--- config.mk ---
export PLATFORM = sky130hd
export DESIGN_NAME = key_press_long_repeat_events
export DESIGN_NICKNAME = d
export VERILOG_FILES = /design/src/sv/kplre_pkg.sv /design/src/sv/kplre_cfg_regs.sv /design/src/sv/kplre_key_step.sv /design/src/sv/key_press_long_repeat_events.sv
export SDC_FILE = /design/constraint.sdc
export NUM_CORES = 1
export LEC_CHECK = 0
export BUFFER_PORTS_ARGS = -buffer_cell sky130_fd_sc_hd__clkbuf_2
export CAP_MARGIN = 20
export CORE_UTILIZATION = 50
export DETAILED_ROUTE_END_ITERATION = 16
export GPL_TIMING_DRIVEN = 0
export PLACE_DENSITY = 0.68
export REMOVE_ABC_BUFFERS = 1
export SYNTH_ARGS = -nofsm -noshare
export SYNTH_HDL_FRONTEND = slang
export SYNTH_SLANG_ARGS = --single-unit
--- constraint.sdc ---
create_clock -name clk_i -period 4.7 [get_ports clk_i]
set_input_delay 0.705 -clock clk_i [delete_from_list [all_inputs] [get_ports clk_i]]
set_output_delay 0.705 -clock clk_i [all_outputs]
set_load 0.1 [all_outputs]
--- src/sv/kplre_pkg.sv ---
// ----------------------------------------------------------------------------
// kplre_pkg: shared types and constants for the key event scanner
// Item layouts, threshold register set and per-key step interface.
// ----------------------------------------------------------------------------
package kplre_pkg;

  localparam int unsigned NumKeysDefault = 8;
  localparam int unsigned KeyFieldW      = 8;
  localparam int unsigned AgeW           = 16;
  localparam int unsigned CfgIdxW        = 2;

  localparam logic [AgeW-1:0] AgeMax            = '1;
  localparam logic [AgeW-1:0] LongPressReset    = AgeW'(100);
  localparam logic [AgeW-1:0] RepeatDelayReset  = AgeW'(50);
  localparam logic [AgeW-1:0] RepeatPeriodReset = AgeW'(20);

  typedef enum logic [CfgIdxW-1:0] {
    REG_LONG_PRESS   = 2'd0,
    REG_REPEAT_DELAY = 2'd1,
    REG_REPEAT_PERIOD = 2'd2
  } cfg_reg_e;

  typedef struct packed {
    logic [KeyFieldW-1:0] pressed_keys;
    logic                 listener_present;
  } in_item_t;

  typedef struct packed {
    logic [KeyFieldW-1:0] press_events;
    logic [KeyFieldW-1:0] release_events;
    logic [KeyFieldW-1:0] long_press_events;
    logic [KeyFieldW-1:0] repeat_events;
  } out_item_t;

  typedef struct packed {
    logic [AgeW-1:0] long_press_ticks;
    logic [AgeW-1:0] repeat_delay_ticks;
    logic [AgeW-1:0] repeat_period_ticks;
  } cfg_t;

  // Per-key flags and both shared ages, as seen by the step unit
  typedef struct packed {
    logic            now;
    logic            held;
    logic            long_done;
    logic            repeating;
    logic [AgeW-1:0] long_age;
    logic [AgeW-1:0] repeat_age;
  } key_ctx_t;

  typedef struct packed {
    logic            held;
    logic            long_done;
    logic            repeating;
    logic [AgeW-1:0] long_age;
    logic [AgeW-1:0] repeat_age;
    logic            ev_press;
    logic            ev_release;
    logic            ev_long;
    logic            ev_repeat;
  } key_res_t;

endpackage

--- src/sv/kplre_cfg_regs.sv ---
// ----------------------------------------------------------------------------
// kplre_cfg_regs: threshold register file
// Three 16-bit tick thresholds, written through a valid/ready port.
// ----------------------------------------------------------------------------
module kplre_cfg_regs (
  input  logic                         clk_i,
  input  logic                         rst_ni,
  input  logic                         cfg_valid_i,
  output logic                         cfg_ready_o,
  input  logic [kplre_pkg::CfgIdxW-1:0] cfg_index_i,
  input  logic [kplre_pkg::AgeW-1:0]   cfg_data_i,
  output kplre_pkg::cfg_t              cfg_o
);
  import kplre_pkg::*;

  cfg_t cfg_q;

  assign cfg_ready_o = 1'b1;
  assign cfg_o       = cfg_q;

  always_ff @(posedge clk_i or negedge rst_ni) begin
    if (!rst_ni) begin
      cfg_q.long_press_ticks    <= LongPressReset;
      cfg_q.repeat_delay_ticks  <= RepeatDelayReset;
      cfg_q.repeat_period_ticks <= RepeatPeriodReset;
    end else if (cfg_valid_i) begin
      case (cfg_reg_e'(cfg_index_i))
        REG_LONG_PRESS:    cfg_q.long_press_ticks    <= cfg_data_i;
        REG_REPEAT_DELAY:  cfg_q.repeat_delay_ticks  <= cfg_data_i;
        REG_REPEAT_PERIOD: cfg_q.repeat_period_ticks <= cfg_data_i;
        default: ;  // drop writes to unknown indexes
      endcase
    end
  end

endmodule

--- src/sv/kplre_key_step.sv ---
// ----------------------------------------------------------------------------
// kplre_key_step: shared per-key evaluation unit
// Compares the shared ages with the thresholds for one key and returns the
// updated key flags, ages and event bits.
// ----------------------------------------------------------------------------
module kplre_key_step (
  input  kplre_pkg::key_ctx_t ctx_i,
  input  kplre_pkg::cfg_t     cfg_i,
  output kplre_pkg::key_res_t res_o
);
  import kplre_pkg::*;

  logic long_hit;
  logic first_rep_hit;
  logic next_rep_hit;

  assign long_hit      = ctx_i.long_age > cfg_i.long_press_ticks;
  assign first_rep_hit = ctx_i.repeat_age > cfg_i.repeat_delay_ticks;
  assign next_rep_hit  = ctx_i.repeat_age > cfg_i.repeat_period_ticks;

  always_comb begin
    res_o.held       = ctx_i.held;
    res_o.long_done  = ctx_i.long_done;
    res_o.repeating  = ctx_i.repeating;
    res_o.long_age   = ctx_i.long_age;
    res_o.repeat_age = ctx_i.repeat_age;
    res_o.ev_press   = 1'b0;
    res_o.ev_release = 1'b0;
    res_o.ev_long    = 1'b0;
    res_o.ev_repeat  = 1'b0;
    if (ctx_i.now && !ctx_i.held) begin
      // new press: restart both ages
      res_o.held       = 1'b1;
      res_o.long_done  = 1'b0;
      res_o.repeating  = 1'b0;
      res_o.ev_press   = 1'b1;
      res_o.long_age   = '0;
      res_o.repeat_age = '0;
    end else if (!ctx_i.now && ctx_i.held) begin
      res_o.held       = 1'b0;
      res_o.ev_release = !ctx_i.long_done;
    end else if (ctx_i.now && ctx_i.held) begin
      if (!ctx_i.long_done && long_hit) begin
        res_o.long_age  = '0;
        res_o.long_done = 1'b1;
        res_o.ev_long   = 1'b1;
      end
      if (!ctx_i.repeating) begin
        if (first_rep_hit) begin
          res_o.repeat_age = '0;
          res_o.repeating  = 1'b1;
          res_o.ev_repeat  = 1'b1;
        end
      end else if (next_rep_hit) begin
        res_o.repeat_age = '0;
        res_o.ev_repeat  = 1'b1;
      end
    end
  end

endmodule

--- src/sv/key_press_long_repeat_events.sv ---
// ----------------------------------------------------------------------------
// key_press_long_repeat_events: press / long press / auto-repeat scanner
// Walks the keys of one poll tick through a shared evaluation unit, one key
// per cycle, when a listener is present, and returns one set of per-key event masks.
// ----------------------------------------------------------------------------
// Sequence: an accepted item goes through the key walk (ST_SCAN), which is skipped
//   when the listener flag is clear, then ST_FINISH, which loads the output register once it is free.
// A new item is taken only in ST_IDLE, after the previous result has been loaded;
//   the key walk visits one key per cycle through the shared step unit.
// Reset: asynchronous, active low; clears key flags, ages, the sequencer and
//   the output valid, and loads the threshold defaults 100 / 50 / 20.
// ----------------------------------------------------------------------------
module key_press_long_repeat_events #(
  parameter int unsigned NUM_KEYS = kplre_pkg::NumKeysDefault
) (
  input  logic                          clk_i,
  input  logic                          rst_ni,
  // threshold writes
  input  logic                          cfg_valid_i,
  output logic                          cfg_ready_o,
  input  logic [kplre_pkg::CfgIdxW-1:0] cfg_index_i,
  input  logic [kplre_pkg::AgeW-1:0]    cfg_data_i,
  // poll tick items
  input  logic                          in_valid_i,
  output logic                          in_ready_o,
  input  kplre_pkg::in_item_t           in_item_i,
  // event items
  output logic                          out_valid_o,
  input  logic                          out_ready_i,
  output kplre_pkg::out_item_t          out_item_o
);
  import kplre_pkg::*;

  localparam int unsigned KW = (NUM_KEYS > 1) ? $clog2(NUM_KEYS) : 1;
  localparam logic [KW-1:0] LastKey = KW'(NUM_KEYS - 1);

  typedef enum logic [1:0] {
    ST_IDLE,
    ST_SCAN,
    ST_FINISH
  } state_e;

  state_e               state_q;
  logic [KW-1:0]        kidx_q;
  logic [KeyFieldW-1:0] keys_q;
  logic [NUM_KEYS-1:0]  held_q;
  logic [NUM_KEYS-1:0]  long_done_q;
  logic [NUM_KEYS-1:0]  repeating_q;
  logic [AgeW-1:0]      long_age_q;
  logic [AgeW-1:0]      repeat_age_q;
  out_item_t            ev_q;
  out_item_t            out_q;
  logic                 out_valid_q;

  cfg_t                 cfg;
  key_ctx_t             ctx;
  key_res_t             res;
  logic [NUM_KEYS-1:0]  now_vec;
  logic [KeyFieldW-1:0] sel_mask;
  logic                 accept;
  logic                 out_free;

  kplre_cfg_regs u_cfg (
    .clk_i       (clk_i),
    .rst_ni      (rst_ni),
    .cfg_valid_i (cfg_valid_i),
    .cfg_ready_o (cfg_ready_o),
    .cfg_index_i (cfg_index_i),
    .cfg_data_i  (cfg_data_i),
    .cfg_o       (cfg)
  );

  // Keys past the input field always read as released
  for (genvar i = 0; i < NUM_KEYS; i++) begin : g_now
    if (i < KeyFieldW) begin : g_bit
      assign now_vec[i] = keys_q[i];
    end else begin : g_none
      assign now_vec[i] = 1'b0;
    end
  end

  // Event bit lanes exist only for the first eight keys
  for (genvar j = 0; j < KeyFieldW; j++) begin : g_sel
    if (j < NUM_KEYS) begin : g_key
      assign sel_mask[j] = (kidx_q == KW'(j));
    end else begin : g_none
      assign sel_mask[j] = 1'b0;
    end
  end

  assign ctx.now        = now_vec[kidx_q];
  assign ctx.held       = held_q[kidx_q];
  assign ctx.long_done  = long_done_q[kidx_q];
  assign ctx.repeating  = repeating_q[kidx_q];
  assign ctx.long_age   = long_age_q;
  assign ctx.repeat_age = repeat_age_q;

  kplre_key_step u_step (
    .ctx_i (ctx),
    .cfg_i (cfg),
    .res_o (res)
  );

  assign in_ready_o  = (state_q == ST_IDLE);
  assign accept      = in_valid_i && in_ready_o;
  assign out_free    = !out_valid_q || out_ready_i;
  assign out_valid_o = out_valid_q;
  assign out_item_o  = out_q;

  always_ff @(posedge clk_i or negedge rst_ni) begin
    if (!rst_ni) begin
      state_q      <= ST_IDLE;
      kidx_q       <= '0;
      held_q       <= '0;
      long_done_q  <= '0;
      repeating_q  <= '0;
      long_age_q   <= '0;
      repeat_age_q <= '0;
      out_valid_q  <= 1'b0;
    end else begin
      // retire the waiting result once taken; the finish step loads its own
      if (out_valid_q && out_ready_i && (state_q != ST_FINISH)) begin
        out_valid_q <= 1'b0;
      end
      case (state_q)
        ST_IDLE: begin
          if (accept) begin
            keys_q       <= in_item_i.pressed_keys;
            kidx_q       <= '0;
            ev_q         <= '0;
            // advance both ages before the walk, saturating
            long_age_q   <= (long_age_q == AgeMax) ? AgeMax : long_age_q + 1'b1;
            repeat_age_q <= (repeat_age_q == AgeMax) ? AgeMax : repeat_age_q + 1'b1;
            state_q      <= in_item_i.listener_present ? ST_SCAN : ST_FINISH;
          end
        end
        ST_SCAN: begin
          // commit one key; later keys see the restarted ages
          held_q[kidx_q]      <= res.held;
          long_done_q[kidx_q] <= res.long_done;
          repeating_q[kidx_q] <= res.repeating;
          long_age_q          <= res.long_age;
          repeat_age_q        <= res.repeat_age;
          ev_q.press_events      <= ev_q.press_events | (sel_mask & {KeyFieldW{res.ev_press}});
          ev_q.release_events    <= ev_q.release_events |
                                    (sel_mask & {KeyFieldW{res.ev_release}});
          ev_q.long_press_events <= ev_q.long_press_events |
                                    (sel_mask & {KeyFieldW{res.ev_long}});
          ev_q.repeat_events     <= ev_q.repeat_events | (sel_mask & {KeyFieldW{res.ev_repeat}});
          if (kidx_q == LastKey) begin
            state_q <= ST_FINISH;
          end else begin
            kidx_q <= kidx_q + 1'b1;
          end
        end
        ST_FINISH: begin
          // hold here until the output register is free
          if (out_free) begin
            out_q       <= ev_q;
            out_valid_q <= 1'b1;
            state_q     <= ST_IDLE;
          end
        end
        default: state_q <= ST_IDLE;
      endcase
    end
  end

endmodule
; ---- Word-level counts from Yosys, hierarchy flattened
; Index checks and enable logic that the tools add are counted.
[op_classes]
n_addsub = 3
order_cmp = 5
eq_ne = 23
muxes = 51
n_bitwise = 8
n_reduce_logical = 27
[ops]
columns = cell, count
row1 = $mux 16, 8
row2 = $mux 34, 2
row3 = $pmux 16 s2, 2
row4 = $pmux 32 s2, 1
row5 = $gt 16x16->1, 3
row6 = $mux 35, 1
row7 = $add 16x1->16 const B, 2
row8 = $and 8x8->8, 4
row9 = $eq 16x16->1 const B, 2
row10 = $mux 32, 1
row11 = $or 8x8->8, 4
row12 = $bwmux 8, 3
row13 = $mux 1, 17
row14 = $reduce_and 3->1, 5
row15 = $bmux 1 s3, 4
row16 = $eq 3x3->1 const B, 4
row17 = $mux 2, 6
row18 = $mux 3, 3
row19 = $logic_and 1x1->1, 8
row20 = $ne 2x2->1 const B, 4
row21 = $eq 3x2->1 const B, 2
row22 = $ne 3x1->1 const B, 2
row23 = $pmux 2 s3, 1
row24 = $pmux 3 s2, 1
row25 = other kinds (19), 27
[totals]
regBits = 182
in_bits = 32
output_inout_bits = 35

; ---- Depth between registers and ports, before layout
[depth]
ltp_word = 11
depth_mapped = 10

; ---- Hierarchy
; From an unflattened synthesis, not the netlist that was laid out.
[hier_totals]
hier_cells = 870
hier_area_um2 = 9795.6
[modules_own_cells]
columns = module, instances, cells_each, area_per_inst_um2, seq_area_each_um2
row1 = key_press_long_repeat_events, 1, 527, 6221.0, 3713.6
row2 = kplre_cfg_regs, 1, 104, 1836.8, 1211.2
row3 = kplre_key_step, 1, 239, 1737.9, 0.0

; ---- Worst setup path before layout
; OpenSTA, ideal clock, no wires.
[synth_timing]
path_kind = input to register
from = input in_valid_i
to = register ev_q[0] (netlist bit) (enable)
setup_ns = 0.468
t_arrival_ns = 3.132
setup_slack_ns = 1.100
stages = 2
path_buffers = 0
path_cell_list = nor2_1 nor3b_1
[synth_between]
elab_chain_cells = 3
[synth_rtl]
columns = element, line
row1 = from (decl), key_press_long_repeat_events.sv:24  ; input logic in_valid_i,
row2 = $logic_and 1x1->1, key_press_long_repeat_events.sv:105  ; assign accept = in_valid_i && in_ready_o;
row3 = $ne 2x1->1 (no source line), n/a
row4 = $reduce_and 3->1 (no source line), n/a
row5 = to (decl), key_press_long_repeat_events.sv:51  ; out_item_t ev_q;
; No other way between the ends.
; A chain may end at the register's enable or synchronous reset.

; ---- Worst setup path after layout
[layout_timing]
from = register kidx_q[2]
to = register repeat_age_q[15]
[layout_between]
elab_chain_cells = 7
elab_cells_between_ends = 21
[layout_rtl]
columns = element, line
row1 = from (decl), key_press_long_repeat_events.sv:44  ; logic [KW-1:0] kidx_q;
row2 = from (signal assigned), key_press_long_repeat_events.sv:153  ; kidx_q <= kidx_q + 1'b1;
row3 = $bmux 1 s3, key_press_long_repeat_events.sv:94  ; assign ctx.repeating = repeating_q[kidx_q];
row4 = $mux 1 (implied by the code), key_press_long_repeat_events.sv:94
row5 = $mux 16, kplre_key_step.sv:48  ; if (!ctx_i.repeating) begin
row6 = $mux 34, kplre_key_step.sv:42  ; end else if (ctx_i.now && ctx_i.held) begin
row7 = $mux 34, kplre_key_step.sv:39  ; end else if (!ctx_i.now && ctx_i.held) begin
row8 = $mux 35, kplre_key_step.sv:31  ; if (ctx_i.now && !ctx_i.held) begin
row9 = $pmux 16 s2, key_press_long_repeat_events.sv:125  ; case (state_q)
row10 = to (signal assigned), key_press_long_repeat_events.sv:133  ; repeat_age_q <= (repeat_age_q == AgeMax) ? AgeMax : repeat_age_q + 1'b1;
row11 = to (signal assigned), key_press_long_repeat_events.sv:143  ; repeat_age_q <= res.repeat_age;
row12 = to (decl), key_press_long_repeat_events.sv:50  ; logic [AgeW-1:0] repeat_age_q;
; Several ways; a longest one is shown, not always the timed one. The select of a mux whose other input is x is not followed.

==> flow_summary.toml <==
[yosys]
async_flop_share_pct = 60.4
synth_top_area_cell = "dfrtp_1"
ys_seq_elements = 182
synth_top_area_share_pct = 27.9
avgSynthCellArea_sq_um = 11.0
ys_types = 65
synth_edf_count = 72
yosys-top-cells-area = "dfrtp_1 28%, edfxtp_1 24%, ha_1 7.7%"
postSynthCellCount = 829
yosys_warnings = 0
yosysSeqAreaShare_pct = 53.8
netlist_area_sq_um = 9150
synth_ff_type = "dfrtp_1"

[timing]
fin_ws_ns = 1.18
slew_headroom_pct = 27.2
layout_min_cycle_time_ns = 3.52
finalSetupViolCount = 0
period_share_pct = 74.8
finalHoldViolCount = 0
rsz0062_at_grt = "false"
slew_violations = 0
worst_pin_slew_ns = 1.09
fmax_mhz = 284
worst_clock_skew_ns = 0.0166

[routing]
firstDrtPassIters = 5
ant_nets = 0
drtIter0Drc = 411
wl_per_cell_microns = 16.8
vias_per_cell = 5.74
drt-total-wl_microns = 19000
drcViolationCount = 0
vias = 6483

[cts]
numCtsBuffers = 17
cts_setup_buffers = 0
path_clk_slew_ns = 0.07
cts_buffer_depth = 2
clkSinkCount = 182
cts-root-buf = "clkbuf_16"
cts_resized = 0
cts.htree.levels = 4
insertion_delay_ns = 0.44
cts_hold_buf = 0
cts_tree = "yes"

[grt]
grt_pass1_vias = 6111
antenna_found_initial = 0
overflow = 0
grt_pass1_wl_microns = 31000
grt_use_total_pct = 21.5
grt_max_degree = 114

[placement]
pre_cts_ws_ns = 1.18
placed_area_sq_um = 9760
place.gp.congestion = 0.851
port_buffers = 65
dp_hpwl_microns = 13600

[floorplanning]
die_h_microns = 137
die_x_microns = 137
start_util_pct = 51.0
rows = 49
ios = 67
core_area_sq_um = 18000
die_area_sq_um = 18800

[min_path]
holdCritPathClass = "in2async"

[flow_run]
drv_cap = 0

[cells_and_area]
final_cell_area_sq_um = 10300
synthToLayoutAreaGrowth_pct = 12.8
final_core_util_pct = 57.5
final_nets = 976
num_antenna_cells = 0
layout_common_cells = "102 x dfrtp_1, 83 x nand2_1, 72 x o21ai_0, 72 x edfxtp_1"
layout-drive-gt1-share_pct = 20.8
nFillCells = 1509
seqCellArea_sq_um = 4920
multiInputGateArea_sq_um = 3840
layout_commonest_cell = "dfrtp_1"

[pwr]
irDropWorstVdd_v = 0.000446
p_total_w = 0.00557
leakagePower_nw = 4.42
power.density_nw_per_um2 = 540

[status]
status = "finished clean"

[setup_path]
crit_fanout = 31
start_kind = "register"
cp.arrival_ns = 3.81
required_ns = 5.00
endpoint_kind = "register"
worstSetupPathType = "reg2reg"
## final timing paths
kind | startpoint | to | slack [ns] | cells past startpoint
setup / recovery | kidx_q[2] | repeat_age_q[15] | 1.18 | 6
hold / removal | rst_ni | long_age_q[10] | 0.40 | 1
setup reg to reg | kidx_q[2] | repeat_age_q[15] | 1.18 | 6
hold reg to reg | ev_q[30] | out_item_o[30] | 0.45 | 0
max in group asynchronous | rst_ni | repeat_age_q[15] | 3.70 | 1
min in group clk_i | in_item_i[6] | keys_q[5] | 0.44 | 1
## synthesized netlist by cell type, types with 5 or more instances
cell and count:
o31ai_1 7, o21a_1 8, mux4_2 7, mux2_2 48, nand4_1 19, a31oi_1 19
and3_1 11, clkbuf_1 23, o211ai_1 5, a221o_1 6, nand3_1 25, nand2b_1 7
a21oi_1 51, nand2_1 83, dfstp_2 8, buf_2 5, nor2_1 45, inv_1 64
dfrtp_1 102, nor2b_1 8, ha_1 56, or2_2 6, edfxtp_1 72, o21ai_0 72
## state kept, by name, indices dropped and copies added (netlist names)
name and count:
long_done_q 8, u_cfg.cfg_o 48, repeat_age_q 16, long_age_q 16, out_valid_o 1, held_q 8
state_q 2, kidx_q 3, out_item_o 32, repeating_q 8, keys_q 8, ev_q 32
## worst max-delay path, cell delays in order (launching register included)
cell,delay [ns]
dfrtp_1,1.05
inv_1,0.35
mux4_2,0.71
a21oi_1,0.82
o21ai_0,0.22
o21ai_0,0.11
o21ai_0,0.10
## cells by family after synthesis
logic type	synth area share, %
buffers and inverters	4.46
multiplexers	7.74
other	0.0410
adder cells (fa/ha/maj)	7.66
AO/OA/AOI/OAI	14.1
AND/OR/NAND/NOR	12.2
flip-flops	53.8
## layout make-up
class / count / share of cell area, %
Timing Repair Buffer: 74 / 4.53
Sequential cell: 182 / 47.7
Clock inverter: 14 / 1.32
Inverter: 65 / 2.36
Clock buffer: 18 / 4.16
Tap cell: 229 / 2.77
Multi-Input combinational cell: 548 / 37.2
## routing by layer
layer	global-route usage [%]	up-vias	wire (microns)
li1	-	3151	-
met1	29.8	3172	8850
met2	34.1	135	9280
met3	3.90	25	655
met4	7.39	0	260
met5	0	-	0
## metrics by stage
stage / TNS, ns / cells / hold slack [ns]
floorplan: 0 / 795 / 0.409
global placement: -96.48 / 1089 / 0.433
detailed placement: 0 / 1098 / 0.435
CTS: 0 / 1130 / 0.426
global route: 0 / 1130 / 0.427
finish: 0 / 1130 / 0.396
## power breakdown
part / internal (W) / switching (W) / total, W / leakage, nW
Clock: 0.000704 / 0.000668 / 0.00137 / 0.279
Sequential: 0.00204 / 0.000290 / 0.00232 / 2.07
Combinational: 0.000671 / 0.00121 / 0.00188 / 2.07
Total: 0.00341 / 0.00216 / 0.00557 / 4.42
(Power assumes the default switching activity.)
